==> src/hdl/r16id_pkg.sv <==
`timescale 1ns / 1ps
// ----------------------------------------------------------------------------
// r16id_pkg
// Mnemonic and operand-format codes and the word decode function for the
// 16-bit instruction decoder.
// ----------------------------------------------------------------------------
package r16id_pkg;

	localparam int MnemW = 7;
	localparam int FmtW  = 6;

	typedef logic [MnemW-1:0] mnem_t;
	typedef logic [FmtW-1:0]  fmt_t;

	typedef struct packed {
		mnem_t mnem;
		fmt_t  fmt;
	} dec_t;

	// mnemonic codes
	localparam mnem_t M_ADD    = 7'd0;
	localparam mnem_t M_ADDC   = 7'd1;
	localparam mnem_t M_ADDV   = 7'd2;
	localparam mnem_t M_AND    = 7'd3;
	localparam mnem_t M_ANDB   = 7'd4;
	localparam mnem_t M_BF     = 7'd5;
	localparam mnem_t M_BFS    = 7'd6;
	localparam mnem_t M_BRA    = 7'd7;
	localparam mnem_t M_BRAF   = 7'd8;
	localparam mnem_t M_BSR    = 7'd9;
	localparam mnem_t M_BSRF   = 7'd10;
	localparam mnem_t M_BT     = 7'd11;
	localparam mnem_t M_BTS    = 7'd12;
	localparam mnem_t M_CLRMAC = 7'd13;
	localparam mnem_t M_CLRT   = 7'd14;
	localparam mnem_t M_CMPEQ  = 7'd15;
	localparam mnem_t M_CMPGE  = 7'd16;
	localparam mnem_t M_CMPGT  = 7'd17;
	localparam mnem_t M_CMPHI  = 7'd18;
	localparam mnem_t M_CMPHS  = 7'd19;
	localparam mnem_t M_CMPPL  = 7'd20;
	localparam mnem_t M_CMPPZ  = 7'd21;
	localparam mnem_t M_CMPSTR = 7'd22;
	localparam mnem_t M_DIV0S  = 7'd23;
	localparam mnem_t M_DIV0U  = 7'd24;
	localparam mnem_t M_DIV1   = 7'd25;
	localparam mnem_t M_DT     = 7'd26;
	localparam mnem_t M_DMULU  = 7'd27;
	localparam mnem_t M_DMULS  = 7'd28;
	localparam mnem_t M_EXTSB  = 7'd29;
	localparam mnem_t M_EXTSW  = 7'd30;
	localparam mnem_t M_EXTUB  = 7'd31;
	localparam mnem_t M_EXTUW  = 7'd32;
	localparam mnem_t M_JMP    = 7'd33;
	localparam mnem_t M_JSR    = 7'd34;
	localparam mnem_t M_LDC    = 7'd35;
	localparam mnem_t M_LDCL   = 7'd36;
	localparam mnem_t M_LDS    = 7'd37;
	localparam mnem_t M_LDSL   = 7'd38;
	localparam mnem_t M_MACW   = 7'd39;
	localparam mnem_t M_MACL   = 7'd40;
	localparam mnem_t M_MOV    = 7'd41;
	localparam mnem_t M_MOVB   = 7'd42;
	localparam mnem_t M_MOVL   = 7'd43;
	localparam mnem_t M_MOVW   = 7'd44;
	localparam mnem_t M_MOVA   = 7'd45;
	localparam mnem_t M_MOVT   = 7'd46;
	localparam mnem_t M_MULS   = 7'd47;
	localparam mnem_t M_MULU   = 7'd48;
	localparam mnem_t M_MULL   = 7'd49;
	localparam mnem_t M_NEG    = 7'd50;
	localparam mnem_t M_NEGC   = 7'd51;
	localparam mnem_t M_NOP    = 7'd52;
	localparam mnem_t M_NOT    = 7'd53;
	localparam mnem_t M_OR     = 7'd54;
	localparam mnem_t M_ORB    = 7'd55;
	localparam mnem_t M_ROTCL  = 7'd56;
	localparam mnem_t M_ROTCR  = 7'd57;
	localparam mnem_t M_ROTL   = 7'd58;
	localparam mnem_t M_ROTR   = 7'd59;
	localparam mnem_t M_RTE    = 7'd60;
	localparam mnem_t M_RTS    = 7'd61;
	localparam mnem_t M_SETT   = 7'd62;
	localparam mnem_t M_SHAL   = 7'd63;
	localparam mnem_t M_SHAR   = 7'd64;
	localparam mnem_t M_SHLL   = 7'd65;
	localparam mnem_t M_SHLL2  = 7'd66;
	localparam mnem_t M_SHLL8  = 7'd67;
	localparam mnem_t M_SHLL16 = 7'd68;
	localparam mnem_t M_SHLR   = 7'd69;
	localparam mnem_t M_SHLR2  = 7'd70;
	localparam mnem_t M_SHLR8  = 7'd71;
	localparam mnem_t M_SHLR16 = 7'd72;
	localparam mnem_t M_SLEEP  = 7'd73;
	localparam mnem_t M_STC    = 7'd74;
	localparam mnem_t M_STCL   = 7'd75;
	localparam mnem_t M_STS    = 7'd76;
	localparam mnem_t M_STSL   = 7'd77;
	localparam mnem_t M_SUB    = 7'd78;
	localparam mnem_t M_SUBC   = 7'd79;
	localparam mnem_t M_SUBV   = 7'd80;
	localparam mnem_t M_SWAPB  = 7'd81;
	localparam mnem_t M_SWAPW  = 7'd82;
	localparam mnem_t M_TASB   = 7'd83;
	localparam mnem_t M_TRAPA  = 7'd84;
	localparam mnem_t M_TST    = 7'd85;
	localparam mnem_t M_TSTB   = 7'd86;
	localparam mnem_t M_XOR    = 7'd87;
	localparam mnem_t M_XORB   = 7'd88;
	localparam mnem_t M_XTRCT  = 7'd89;
	localparam mnem_t M_WORD   = 7'd90;

	// operand formats
	localparam fmt_t F_NONE      = 6'd0;
	localparam fmt_t F_IMM       = 6'd1;
	localparam fmt_t F_IMM_R0GBR = 6'd2;
	localparam fmt_t F_IMM_R0    = 6'd3;
	localparam fmt_t F_IMM_RN    = 6'd4;
	localparam fmt_t F_R0RM_RN   = 6'd5;
	localparam fmt_t F_DGBR_R0   = 6'd6;
	localparam fmt_t F_PC4_R0    = 6'd7;
	localparam fmt_t F_PC4_RN    = 6'd10;
	localparam fmt_t F_PC2_RN    = 6'd11;
	localparam fmt_t F_DRM_R0    = 6'd13;
	localparam fmt_t F_DRM_RN    = 6'd14;
	localparam fmt_t F_RMP_RNP   = 6'd15;
	localparam fmt_t F_RNP_GBR   = 6'd16;
	localparam fmt_t F_RNP_MACH  = 6'd17;
	localparam fmt_t F_RNP_MACL  = 6'd18;
	localparam fmt_t F_RNP_PR    = 6'd19;
	localparam fmt_t F_RMP_RN    = 6'd20;
	localparam fmt_t F_RNP_SR    = 6'd21;
	localparam fmt_t F_RNP_VBR   = 6'd22;
	localparam fmt_t F_ATRM_RN   = 6'd23;
	localparam fmt_t F_ATRN      = 6'd24;
	localparam fmt_t F_GBR_DEC   = 6'd25;
	localparam fmt_t F_GBR_RN    = 6'd26;
	localparam fmt_t F_MACH_DEC  = 6'd27;
	localparam fmt_t F_MACH_RN   = 6'd28;
	localparam fmt_t F_MACL_DEC  = 6'd29;
	localparam fmt_t F_MACL_RN   = 6'd30;
	localparam fmt_t F_PR_DEC    = 6'd31;
	localparam fmt_t F_PR_RN     = 6'd32;
	localparam fmt_t F_R0_DGBR   = 6'd33;
	localparam fmt_t F_R0_DRM    = 6'd34;
	localparam fmt_t F_RM_R0RN   = 6'd35;
	localparam fmt_t F_RM_DRN    = 6'd36;
	localparam fmt_t F_RM_DEC    = 6'd37;
	localparam fmt_t F_RM_ATRN   = 6'd38;
	localparam fmt_t F_RN_GBR    = 6'd39;
	localparam fmt_t F_RN_MACH   = 6'd40;
	localparam fmt_t F_RN_MACL   = 6'd41;
	localparam fmt_t F_RN_PR     = 6'd42;
	localparam fmt_t F_RM_RN     = 6'd43;
	localparam fmt_t F_RN_SR     = 6'd44;
	localparam fmt_t F_RN_VBR    = 6'd45;
	localparam fmt_t F_RN        = 6'd46;
	localparam fmt_t F_SR_DEC    = 6'd47;
	localparam fmt_t F_SR_RN     = 6'd48;
	localparam fmt_t F_VBR_DEC   = 6'd49;
	localparam fmt_t F_VBR_RN    = 6'd50;
	localparam fmt_t F_DISP      = 6'd51;
	localparam fmt_t F_BR12      = 6'd52;
	localparam fmt_t F_ALL       = 6'd53;

	localparam dec_t DEC_BAD = '{mnem: M_WORD, fmt: F_ALL};

	function automatic dec_t dec_grp0(input logic [3:0] rn, input logic [7:0] lo8);
		dec_t r;
		r = DEC_BAD;
		case (lo8[3:0])
			4'h4: r = '{M_MOVB, F_RM_R0RN};
			4'h5: r = '{M_MOVW, F_RM_R0RN};
			4'h6: r = '{M_MOVL, F_RM_R0RN};
			4'h7: r = '{M_MULL, F_RM_RN};
			4'hc: r = '{M_MOVB, F_R0RM_RN};
			4'hd: r = '{M_MOVW, F_R0RM_RN};
			4'he: r = '{M_MOVL, F_R0RM_RN};
			4'hf: r = '{M_MACL, F_RMP_RNP};
			default: r = DEC_BAD;
		endcase
		case (lo8)
			8'h02: r = '{M_STC, F_SR_RN};
			8'h03: r = '{M_BSRF, F_RN};
			8'h0a: r = '{M_STS, F_MACH_RN};
			8'h12: r = '{M_STC, F_GBR_RN};
			8'h1a: r = '{M_STS, F_MACL_RN};
			8'h22: r = '{M_STC, F_VBR_RN};
			8'h23: r = '{M_BRAF, F_RN};
			8'h29: r = '{M_MOVT, F_RN};
			8'h2a: r = '{M_STS, F_PR_RN};
			default: ;
		endcase
		if (rn == 4'h0) begin
			case (lo8)
				8'h08: r = '{M_CLRT, F_NONE};
				8'h09: r = '{M_NOP, F_NONE};
				8'h0b: r = '{M_RTS, F_NONE};
				8'h18: r = '{M_SETT, F_NONE};
				8'h19: r = '{M_DIV0U, F_NONE};
				8'h1b: r = '{M_SLEEP, F_NONE};
				8'h28: r = '{M_CLRMAC, F_NONE};
				8'h2b: r = '{M_RTE, F_NONE};
				default: ;
			endcase
		end
		return r;
	endfunction

	function automatic dec_t dec_grp4(input logic [7:0] lo8);
		dec_t r;
		case (lo8)
			8'h00: r = '{M_SHLL, F_RN};
			8'h01: r = '{M_SHLR, F_RN};
			8'h02: r = '{M_STSL, F_MACH_DEC};
			8'h03: r = '{M_STCL, F_SR_DEC};
			8'h04: r = '{M_ROTL, F_RN};
			8'h05: r = '{M_ROTR, F_RN};
			8'h06: r = '{M_LDSL, F_RNP_MACH};
			8'h07: r = '{M_LDCL, F_RNP_SR};
			8'h08: r = '{M_SHLL2, F_RN};
			8'h09: r = '{M_SHLR2, F_RN};
			8'h0a: r = '{M_LDS, F_RN_MACH};
			8'h0b: r = '{M_JSR, F_ATRN};
			8'h0e: r = '{M_LDC, F_RN_SR};
			8'h10: r = '{M_DT, F_RN};
			8'h11: r = '{M_CMPPZ, F_RN};
			8'h12: r = '{M_STSL, F_MACL_DEC};
			8'h13: r = '{M_STCL, F_GBR_DEC};
			8'h15: r = '{M_CMPPL, F_RN};
			8'h16: r = '{M_LDSL, F_RNP_MACL};
			8'h17: r = '{M_LDCL, F_RNP_GBR};
			8'h18: r = '{M_SHLL8, F_RN};
			8'h19: r = '{M_SHLR8, F_RN};
			8'h1a: r = '{M_LDS, F_RN_MACL};
			8'h1b: r = '{M_TASB, F_ATRN};
			8'h1e: r = '{M_LDC, F_RN_GBR};
			8'h20: r = '{M_SHAL, F_RN};
			8'h21: r = '{M_SHAR, F_RN};
			8'h22: r = '{M_STSL, F_PR_DEC};
			8'h23: r = '{M_STCL, F_VBR_DEC};
			8'h24: r = '{M_ROTCL, F_RN};
			8'h25: r = '{M_ROTCR, F_RN};
			8'h26: r = '{M_LDSL, F_RNP_PR};
			8'h27: r = '{M_LDCL, F_RNP_VBR};
			8'h28: r = '{M_SHLL16, F_RN};
			8'h29: r = '{M_SHLR16, F_RN};
			8'h2a: r = '{M_LDS, F_RN_PR};
			8'h2b: r = '{M_JMP, F_ATRN};
			8'h2e: r = '{M_LDC, F_RN_VBR};
			default: r = (lo8[3:0] == 4'hf) ? dec_t'{M_MACW, F_RMP_RNP} : DEC_BAD;
		endcase
		return r;
	endfunction

	function automatic dec_t dec_grp2(input logic [3:0] lo4);
		dec_t r;
		case (lo4)
			4'h0: r = '{M_MOVB, F_RM_ATRN};
			4'h1: r = '{M_MOVW, F_RM_ATRN};
			4'h2: r = '{M_MOVL, F_RM_ATRN};
			4'h4: r = '{M_MOVB, F_RM_DEC};
			4'h5: r = '{M_MOVW, F_RM_DEC};
			4'h6: r = '{M_MOVL, F_RM_DEC};
			4'h7: r = '{M_DIV0S, F_RM_RN};
			4'h8: r = '{M_TST, F_RM_RN};
			4'h9: r = '{M_AND, F_RM_RN};
			4'ha: r = '{M_XOR, F_RM_RN};
			4'hb: r = '{M_OR, F_RM_RN};
			4'hc: r = '{M_CMPSTR, F_RM_RN};
			4'hd: r = '{M_XTRCT, F_RM_RN};
			4'he: r = '{M_MULU, F_RM_RN};
			4'hf: r = '{M_MULS, F_RM_RN};
			default: r = DEC_BAD;
		endcase
		return r;
	endfunction

	function automatic dec_t dec_grp3(input logic [3:0] lo4);
		dec_t r;
		case (lo4)
			4'h0: r = '{M_CMPEQ, F_RM_RN};
			4'h2: r = '{M_CMPHS, F_RM_RN};
			4'h3: r = '{M_CMPGE, F_RM_RN};
			4'h4: r = '{M_DIV1, F_RM_RN};
			4'h5: r = '{M_DMULU, F_RM_RN};
			4'h6: r = '{M_CMPHI, F_RM_RN};
			4'h7: r = '{M_CMPGT, F_RM_RN};
			4'h8: r = '{M_SUB, F_RM_RN};
			4'ha: r = '{M_SUBC, F_RM_RN};
			4'hb: r = '{M_SUBV, F_RM_RN};
			4'hc: r = '{M_ADD, F_RM_RN};
			4'hd: r = '{M_DMULS, F_RM_RN};
			4'he: r = '{M_ADDC, F_RM_RN};
			4'hf: r = '{M_ADDV, F_RM_RN};
			default: r = DEC_BAD;
		endcase
		return r;
	endfunction

	function automatic dec_t dec_grp6(input logic [3:0] lo4);
		dec_t r;
		case (lo4)
			4'h0: r = '{M_MOVB, F_ATRM_RN};
			4'h1: r = '{M_MOVW, F_ATRM_RN};
			4'h2: r = '{M_MOVL, F_ATRM_RN};
			4'h3: r = '{M_MOV, F_RM_RN};
			4'h4: r = '{M_MOVB, F_RMP_RN};
			4'h5: r = '{M_MOVW, F_RMP_RN};
			4'h6: r = '{M_MOVL, F_RMP_RN};
			4'h7: r = '{M_NOT, F_RM_RN};
			4'h8: r = '{M_SWAPB, F_RM_RN};
			4'h9: r = '{M_SWAPW, F_RM_RN};
			4'ha: r = '{M_NEGC, F_RM_RN};
			4'hb: r = '{M_NEG, F_RM_RN};
			4'hc: r = '{M_EXTUB, F_RM_RN};
			4'hd: r = '{M_EXTUW, F_RM_RN};
			4'he: r = '{M_EXTSB, F_RM_RN};
			default: r = '{M_EXTSW, F_RM_RN};
		endcase
		return r;
	endfunction

	function automatic dec_t dec_grp8(input logic [3:0] rn);
		dec_t r;
		case (rn)
			4'h0: r = '{M_MOVB, F_R0_DRM};
			4'h1: r = '{M_MOVW, F_R0_DRM};
			4'h4: r = '{M_MOVB, F_DRM_R0};
			4'h5: r = '{M_MOVW, F_DRM_R0};
			4'h8: r = '{M_CMPEQ, F_IMM_R0};
			4'h9: r = '{M_BT, F_DISP};
			4'hb: r = '{M_BF, F_DISP};
			4'hd: r = '{M_BTS, F_DISP};
			4'hf: r = '{M_BFS, F_DISP};
			default: r = DEC_BAD;
		endcase
		return r;
	endfunction

	function automatic dec_t dec_grpc(input logic [3:0] rn);
		dec_t r;
		case (rn)
			4'h0: r = '{M_MOVB, F_R0_DGBR};
			4'h1: r = '{M_MOVW, F_R0_DGBR};
			4'h2: r = '{M_MOVL, F_R0_DGBR};
			4'h3: r = '{M_TRAPA, F_IMM};
			4'h4: r = '{M_MOVB, F_DGBR_R0};
			4'h5: r = '{M_MOVW, F_DGBR_R0};
			4'h6: r = '{M_MOVL, F_DGBR_R0};
			4'h7: r = '{M_MOVA, F_PC4_R0};
			4'h8: r = '{M_TST, F_IMM_R0};
			4'h9: r = '{M_AND, F_IMM_R0};
			4'ha: r = '{M_XOR, F_IMM_R0};
			4'hb: r = '{M_OR, F_IMM_R0};
			4'hc: r = '{M_TSTB, F_IMM_R0GBR};
			4'hd: r = '{M_ANDB, F_IMM_R0GBR};
			4'he: r = '{M_XORB, F_IMM_R0GBR};
			default: r = '{M_ORB, F_IMM_R0GBR};
		endcase
		return r;
	endfunction

	function automatic dec_t decode_word(input logic [15:0] w);
		dec_t r;
		case (w[15:12])
			4'h0: r = dec_grp0(w[11:8], w[7:0]);
			4'h1: r = '{M_MOVL, F_RM_DRN};
			4'h2: r = dec_grp2(w[3:0]);
			4'h3: r = dec_grp3(w[3:0]);
			4'h4: r = dec_grp4(w[7:0]);
			4'h5: r = '{M_MOVL, F_DRM_RN};
			4'h6: r = dec_grp6(w[3:0]);
			4'h7: r = '{M_ADD, F_IMM_RN};
			4'h8: r = dec_grp8(w[11:8]);
			4'h9: r = '{M_MOVW, F_PC2_RN};
			4'ha: r = '{M_BRA, F_BR12};
			4'hb: r = '{M_BSR, F_BR12};
			4'hc: r = dec_grpc(w[11:8]);
			4'hd: r = '{M_MOVL, F_PC4_RN};
			4'he: r = '{M_MOV, F_IMM_RN};
			default: r = DEC_BAD;
		endcase
		return r;
	endfunction

	function automatic logic has_delay(input mnem_t m);
		return (m == M_BFS) || (m == M_BTS) || (m == M_BRA) || (m == M_BRAF) ||
			(m == M_BSR) || (m == M_BSRF) || (m == M_JMP) || (m == M_JSR) ||
			(m == M_RTE) || (m == M_RTS);
	endfunction

endpackage

==> src/hdl/risc16_instruction_decode.sv <==
`timescale 1ns / 1ps
// Pipeline: two registers (input register, then decode into the result register).
// Throughput: one item per cycle while m_tready is high; the result register frees
// whenever m_tready is high, so input and output advance together.
// Reset: arst_n clears both valid flags at once; payload registers are not reset.
// ----------------------------------------------------------------------------
// risc16_instruction_decode
// Decodes one 16-bit instruction word into mnemonic, operand format, raw
// register and immediate fields, delay-slot and illegal flags.
// ----------------------------------------------------------------------------
module risc16_instruction_decode (
	input  logic        clk,
	input  logic        arst_n,
	input  logic        s_tvalid,
	output logic        s_tready,
	input  logic [15:0] s_tdata,  // [15:0] instr_word
	output logic        m_tvalid,
	input  logic        m_tready,
	// [6:0] mnemonic, [12:7] operand_format, [16:13] reg_n, [20:17] reg_m,
	// [24:21] low_nibble, [32:25] imm_byte, [44:33] branch_disp, [45] delayed,
	// [47:46] zero
	output logic [47:0] m_tdata,
	output logic        m_tuser   // [0] illegal
);
	import r16id_pkg::*;

	logic        valid_s1;
	logic [15:0] word_s1;
	logic        valid_s2;
	logic [11:0] word_s2;
	dec_t        dec_s2;
	logic        delayed_s2;
	logic        illegal_s2;

	dec_t        dec_c;
	logic        adv_s2;
	logic        adv_s1;

	assign adv_s2   = !valid_s2 || m_tready;
	assign adv_s1   = !valid_s1 || adv_s2;
	assign s_tready = adv_s1;
	assign dec_c    = decode_word(word_s1);

	always_ff @(posedge clk or negedge arst_n) begin
		if (!arst_n) begin
			valid_s1 <= 1'b0;
			valid_s2 <= 1'b0;
		end else begin
			if (adv_s1) begin
				valid_s1 <= s_tvalid;
			end
			if (adv_s2) begin
				valid_s2 <= valid_s1;
			end
		end
	end

	// hold payload while stalled
	always_ff @(posedge clk) begin
		if (adv_s1 && s_tvalid) begin
			word_s1 <= s_tdata;
		end
		if (adv_s2 && valid_s1) begin
			word_s2    <= word_s1[11:0];
			dec_s2     <= dec_c;
			delayed_s2 <= has_delay(dec_c.mnem);
			illegal_s2 <= (dec_c.mnem == M_WORD);
		end
	end

	assign m_tvalid = valid_s2;
	assign m_tuser  = illegal_s2;
	assign m_tdata  = {2'b00, delayed_s2, word_s2[11:0], word_s2[7:0], word_s2[3:0],
		word_s2[7:4], word_s2[11:8], dec_s2.fmt, dec_s2.mnem};

`ifndef SYNTHESIS
	a_illegal_whole_word: assert property (@(posedge clk) disable iff (!arst_n)
		m_tvalid && m_tuser |-> (m_tdata[6:0] == M_WORD) && (m_tdata[12:7] == F_ALL))
		else $error("illegal item without whole-word format");

	a_illegal_no_delay: assert property (@(posedge clk) disable iff (!arst_n)
		m_tvalid && m_tuser |-> !m_tdata[45])
		else $error("illegal item flagged as delayed");

	a_fields_agree: assert property (@(posedge clk) disable iff (!arst_n)
		m_tvalid |-> (m_tdata[44:41] == m_tdata[16:13]) &&
			(m_tdata[32:29] == m_tdata[20:17]) && (m_tdata[28:25] == m_tdata[24:21]))
		else $error("raw fields disagree");

	a_empty_takes: assert property (@(posedge clk) disable iff (!arst_n)
		!m_tvalid |-> s_tready)
		else $error("input stalled with empty result register");

	a_item_moves: assert property (@(posedge clk) disable iff (!arst_n)
		valid_s1 && !valid_s2 |=> valid_s2)
		else $error("item lost between stages");
`endif

endmodule

==> config.mk <==
export PLATFORM = sky130hd
export DESIGN_NAME = risc16_instruction_decode
export DESIGN_NICKNAME = d
export VERILOG_FILES = /design/src/hdl/r16id_pkg.sv /design/src/hdl/risc16_instruction_decode.sv
export SDC_FILE = /design/constraint.sdc
export NUM_CORES = 1
export LEC_CHECK = 0
export BUFFER_PORTS_ARGS = -buffer_cell sky130_fd_sc_hd__buf_4
export CAP_MARGIN = 0
export CORE_MARGIN = 2
export CORE_UTILIZATION = 43
export DETAILED_ROUTE_END_ITERATION = 6
export GPL_TIMING_DRIVEN = 1
export PLACE_DENSITY = 0.73
export SYNTH_ARGS = -nofsm -noshare
export SYNTH_HDL_FRONTEND = slang
export SYNTH_SLANG_ARGS = --single-unit
==> constraint.sdc <==
create_clock -name clk -period 6.8 [get_ports clk]
set_input_delay 0.34 -clock clk [delete_from_list [all_inputs] [get_ports clk]]
set_output_delay 0.34 -clock clk [all_outputs]
set_load 0.005 [all_outputs]
After elaboration in Yosys (flattened, before gate mapping)

Memories as Yosys holds them, arrays and structs flattened. A register that Yosys moved wholly into a read port is not among the register bits.
Cells that the tools add are included.

Add/sub/neg operators: 0
Multipliers: 0
Divide/modulo/power cells: 0
Magnitude comparators: 0
Eq/ne operators: 63
Shift operators: 0
Multiplexer cells: 12
Bitwise gates (word level): 0
Reduce and logical (&&, ||, !) cells: 18

Operators with widths:

| kind                                                | number |
|---|---|
| one-hot mux 13 bit (38 select lines)                | 1 |
| one-hot mux 13 bit (15 select lines)                | 1 |
| one-hot mux 13 bit (9 select lines)                 | 1 |
| equality test 8 x 6 -> 1 bit, second input constant | 13 |
| one-hot mux 13 bit (8 select lines)                 | 1 |
| equality test 8 x 5 -> 1 bit, second input constant | 12 |
| equality test 8 x 4 -> 1 bit, second input constant | 5 |
| equality test 4 bit, second input constant          | 8 |
| equality test 8 x 3 -> 1 bit, second input constant | 4 |
| equality test 7 x 4 -> 1 bit, second input constant | 4 |
| equality test 7 x 6 -> 1 bit, second input constant | 4 |
| two-way mux 13 bit                                  | 2 |
| two-way mux 4 bit                                   | 6 |
| equality test 4 x 3 -> 1 bit, second input constant | 4 |
| equality test 8 x 2 -> 1 bit, second input constant | 2 |
| equality test 7 x 3 -> 1 bit, second input constant | 2 |
| logical OR 1 bit                                    | 11 |
| equality test 4 x 2 -> 1 bit, second input constant | 2 |
| equality test 8 x 1 -> 1 bit, second input constant | 1 |
| zero test 4 bit                                     | 2 |
| zero test 8 bit                                     | 1 |
| equality test 7 bit, second input constant          | 1 |
| equality test 4 x 1 -> 1 bit, second input constant | 1 |
| logical AND 1 bit                                   | 2 |
| zero test 1 bit                                     | 2 |

Flip-flop bits (word level): 45
Bits in latches: 0
RAM bits: 0
Bits in read-only memories: 1136
Output and inout bits: 51
Logic and storage cells: 107
Memories kept: 6

Memories:

| name            | depth | bits a word | read ports | clocked after Yosys merged registers in | write ports | RTL line         | source |
|---|---|---|---|---|---|---|---|
| (no name shown) | 16    | 13          | 1          | 1                                       | 0           | r16id_pkg.sv:303 | `case (lo4)` |
| (no name shown) | 16    | 13          | 1          | 1                                       | 0           | r16id_pkg.sv:326 | `case (rn)` |
| (no name shown) | 16    | 12          | 1          | 1                                       | 0           | r16id_pkg.sv:171 | `case (lo8[3:0])` |
| (no name shown) | 16    | 12          | 1          | 1                                       | 0           | r16id_pkg.sv:258 | `case (lo4)` |
| (no name shown) | 16    | 11          | 1          | 1                                       | 0           | r16id_pkg.sv:343 | `case (rn)` |
| (no name shown) | 16    | 10          | 1          | 1                                       | 0           | r16id_pkg.sv:281 | `case (lo4)` |

Longest topological paths before layout

Depth after elaboration: 15
Gate-level depth with buffers: 12
Depth with buffers taken out: 11

Worst setup path after synthesis

Ideal clock, no wire load.

Kind: reg-to-reg
Start point: register word_s1[7]
End point: register delayed_s2 (data pin)
Data arrival time: 2431 ps
Required time: 6535 ps
Setup slack: 4104 ps
Cell stages (with the launch flop): 12
Buffers on the path: 2
Period minus slack after synthesis: 2696 ps
Path through: edfxtp_1 > buf_4 > or4b_4 > nor3_2 > a221oi_2 > nand3_2 > a31oi_1 > a211o_1 > buf_2 > nor4b_1 > a311oi_1 > a31oi_1

RTL lines:

| what                   | RTL line                        | source |
|---|---|---|
| from (decl)            | risc16_instruction_decode.sv:28 | `logic [15:0] word_s1;` |
| from (signal assigned) | risc16_instruction_decode.sv:61 | `word_s1 <= s_tdata;` |
| to (signal assigned)   | risc16_instruction_decode.sv:66 | `delayed_s2 <= has_delay(dec_c.mnem);` |
| to (decl)              | risc16_instruction_decode.sv:32 | `logic delayed_s2;` |

==> summary.txt <==
Outcome
  – Outcome: completed

Final layout
  – Fin util: 0.497
  – Antenna diode count: 0
  – Final nets: 747
  – Synthesis-to-layout area growth: 11.9%
  – Ratio of cells with drive above 1 in the final layout: 0.180

Clock network
  – Clock root buffer: clkbuf_16
  – Post-CTS setup buffer count: 0
  – CTS tree: yes
  – TritonCTS Sinks: 109
  – H-Tree Depth: 3
  – Worst-path clk slew: 0.07 ns
  – Clk_lat worst skew: 0.36 ns
  – TritonCTS buffer count: 9
  – Max Buffers Root-to-Sink: 2

Global routing
  – Initial antenna violation count: 0
  – First-pass GRT wire length: 28,700 um
  – Largest net degree at the start of global routing: 44
  – Vias in the first global route: 5,131
  – GRT overflow: 0
  – Total Routing Usage GR: 0.235

Yosys
  – FFs w/ async S/R, synth: 0.0183
  – Count of cell types in the netlist: 90
  – Post-synth EDFFs: 43
  – Register area share after synthesis: 0.421
  – Yosys warning count: 0
  – Most used DFF post-synth: dfxtp_1
  – Syn avg cell area: 9.00 sq um
  – Netlist Area Pre-Place: 0.00623 sq mm
  – Cells after Synth: 692
  – Synth Register Bits: 109

Worst setup path
  – Worst setup path endpoint: delayed_s2$_DFFE_PP_
  – Worst setup path startpoint: word_s1[1]$_DFFE_PP_
  – CP max FO: 43
  – Critical path class: reg -> reg
  – Startpoint Class: register
  – Reg2reg setup slack: 3.18 ns
  – Worst reg2reg path startpoint: word_s1[1]$_DFFE_PP_
  – RR Endpoint: delayed_s2$_DFFE_PP_
  – WP data required: 6.90 ns
  – Worst Setup End Kind: register
  – Reg2Reg Depth: 10
  – Worst EP arrival: 3.72 ns

Floorplan
  – Total core area: 0.0140 sq mm
  – Die ar.: 0.0155 sq mm
  – FP Rows: 43
  – Io pins: 71
  – Die Span Y: 124 um
  – Die W: 124 um
  – Initial Utilization: 0.444

Timing
  – Slew headroom: 0.210
  – Actual slew at the worst max-slew pin: 1.19 ns
  – Fmax: 0.276 GHz
  – RSZ-0062 raised after global routing: no
  – Final hold viol count: 0
  – Setup_tns: 0 ns
  – Final Setup Violations: 0
  – Tcrit/Tclk final: 0.533
  – Clk_skew: 0.00944 ns
  – Tmin final: 3.62 ns
  – Final Max Tran Viols: 0

Route
  – WL per Instance: 20.4 um
  – Metal3 WL: 1240 um
  – Routed wl met2: 8690 um
  – Initial DRC count: 738
  – First-pass iteration count of the detailed router: 5
  – DRC Markers: 0
  – Met1 Routed Length: 7590 um
  – Via count: 5,494
  – Uppermost layer routed: met4
  – Routed vias/inst: 6.12
  – Final WL: 18,300 um
  – Final ANT Viol Nets: 0

Flow run
  – Max Cap Violations: 0

Power
  – Peak VDD IR: 0.000155 V
  – Leakage power: 0.00276 uW
  – PwrDens: 239 mW/mm^2

Worst hold path
  – Hold Crit Class: in -> reg

Placement
  – PortBufs: 68
  – Post-DP HPWL: 13,300 um
  – Routability cong.: 0.993
timing repair:
action / in CTS / in global routing
hold endpoints to repair: 2 / 0
resized for setup: 0 / 0
hold buffers: 1 / 0
cell type report:
| cell class | instances | area [sq um] |
|---|---|---|
| inverter | 22 | 82.6 |
| multi-input combinational | 489 | 3130 |
| tap | 180 | 225 |
| timing repair buffer | 82 | 618 |
| clock buffer | 9 | 225 |
| fill | 1298 | 7070 |
| clock inverter | 7 | 67.6 |
| sequential | 109 | 2620 |
cells in the final DEF, fill, tap and decap left out, drive strengths merged, types with 11 or more instances in the layout:
cell    instances
inv            26
nand2          78
ha             14
a31oi          15
edfxtp         43
nor2           62
dfxtp          64
a21oi          53
nor3           14
buf            81
mux2i          12
nand3          14
and2           11
nor2b          11
o21ai          35
synthesized netlist by cell type (3+ instances only):
cell type   n  share of area
nand2_1    77          0.046
dfxtp_1    64           0.21
nor2_1     61          0.037
a21oi_1    53          0.043
edfxtp_1   43           0.21
o21ai_0    35          0.028
buf_4      24          0.029
clkbuf_1   21          0.013
inv_1      21          0.013
a31oi_1    15          0.015
buf_2      15          0.012
ha_1       14          0.028
nand3_1    13          0.010
mux2i_1    12          0.019
nor3_1     12         0.0096
buf_1      11         0.0066
nor2b_1    11          0.011
a32oi_1    10          0.014
o22ai_1    10          0.010
and2_1      9         0.0090
nand2b_1    9         0.0090
o211ai_1    9          0.011
a21o_1      8         0.0096
mux2_2      7          0.013
nand4_1     7         0.0070
nor4_1      7         0.0070
a22oi_1     6         0.0072
and3_1      6         0.0060
o31ai_1     6         0.0072
a211oi_1    5         0.0060
a221oi_1    5         0.0070
nand3b_1    5         0.0060
o32ai_1     4         0.0056
nor3b_1     3         0.0036
o2111ai_1   3         0.0042
o221ai_1    3         0.0042
or2_2       3         0.0030
or3_1       3         0.0030
layer usage:
metal | vias to the layer above | track usage
li1 | 2558 | -
met1 | 2623 | 0.314
met2 | 257 | 0.365
met3 | 56 | 0.0408
met4 | 0 | 0.122
met5 | - | 0
worst max-delay path, cell delays in order (launching register included):
cell	delay (ns)
edfxtp_1	0.33
buf_4	0.39
nor2b_1	0.72
o31ai_1	0.12
a2bb2oi_1	0.41
nand3_2	0.23
and3_1	0.24
o2111ai_4	0.31
and4bb_1	0.24
a311oi_1	0.23
a31oi_1	0.13
power breakdown:
part / internal (uW) / switching, uW
clock: 258 / 257
sequential: 758 / 35.3
combinational: 137 / 220
total: 1150 / 512
worst min path at each step:
| stage | startpoint | endpoint | slack, ns | cells after the start |
|---|---|---|---|---|
| 2_1_floorplan | arst_n | m_tvalid$_DFFE_PN0P_ | 0.04 | 0 |
| 3_3_place_gp | arst_n | m_tvalid$_DFFE_PN0P_ | 0.12 | 1 |
| 3_5_place_dp | arst_n | valid_s1$_DFFE_PN0N_ | 0.13 | 1 |
| 4_1_cts | s_tdata[5] | word_s1[5]$_DFFE_PP_ | 0.14 | 1 |
| 5_1_grt | s_tdata[15] | word_s1[15]$_DFFE_PP_ | 0.13 | 1 |
| 6_report | s_tdata[14] | word_s1[14]$_DFFE_PP_ | 0.15 | 1 |
cell families (layout without fill, tap and decap cells):
group,after synthesis,count (layout),share of synthesized area
AND/OR/NAND/NOR,252,252,0.216
AO/OA/AOI/OAI,200,200,0.223
flip-flops,109,109,0.421
buffers and inverters,95,120,0.0771
multiplexers,19,19,0.0319
adder cells (fa/ha/maj),14,14,0.0281
XOR/XNOR,2,2,0.00281
other,1,2,0.000602
per-stage QoR:
| step | power (uW) | cell area, sq um | setup slack (ns) | cells | hold slack, ns |
|---|---|---|---|---|---|
| 2_1_floorplan | 1040 | 6230 | 4.10 | 693 | 0.0444 |
| 3_3_place_gp | 1150 | 6670 | 3.33 | 881 | 0.122 |
| 3_5_place_dp | 1160 | 6670 | 3.31 | 881 | 0.127 |
| 4_1_cts | 1670 | 6970 | 3.28 | 898 | 0.138 |
| 5_1_grt | 1740 | 6970 | 3.02 | 898 | 0.134 |
| 6_report | 1670 | 6970 | 3.18 | 898 | 0.147 |
(Power assumes the default switching activity.)
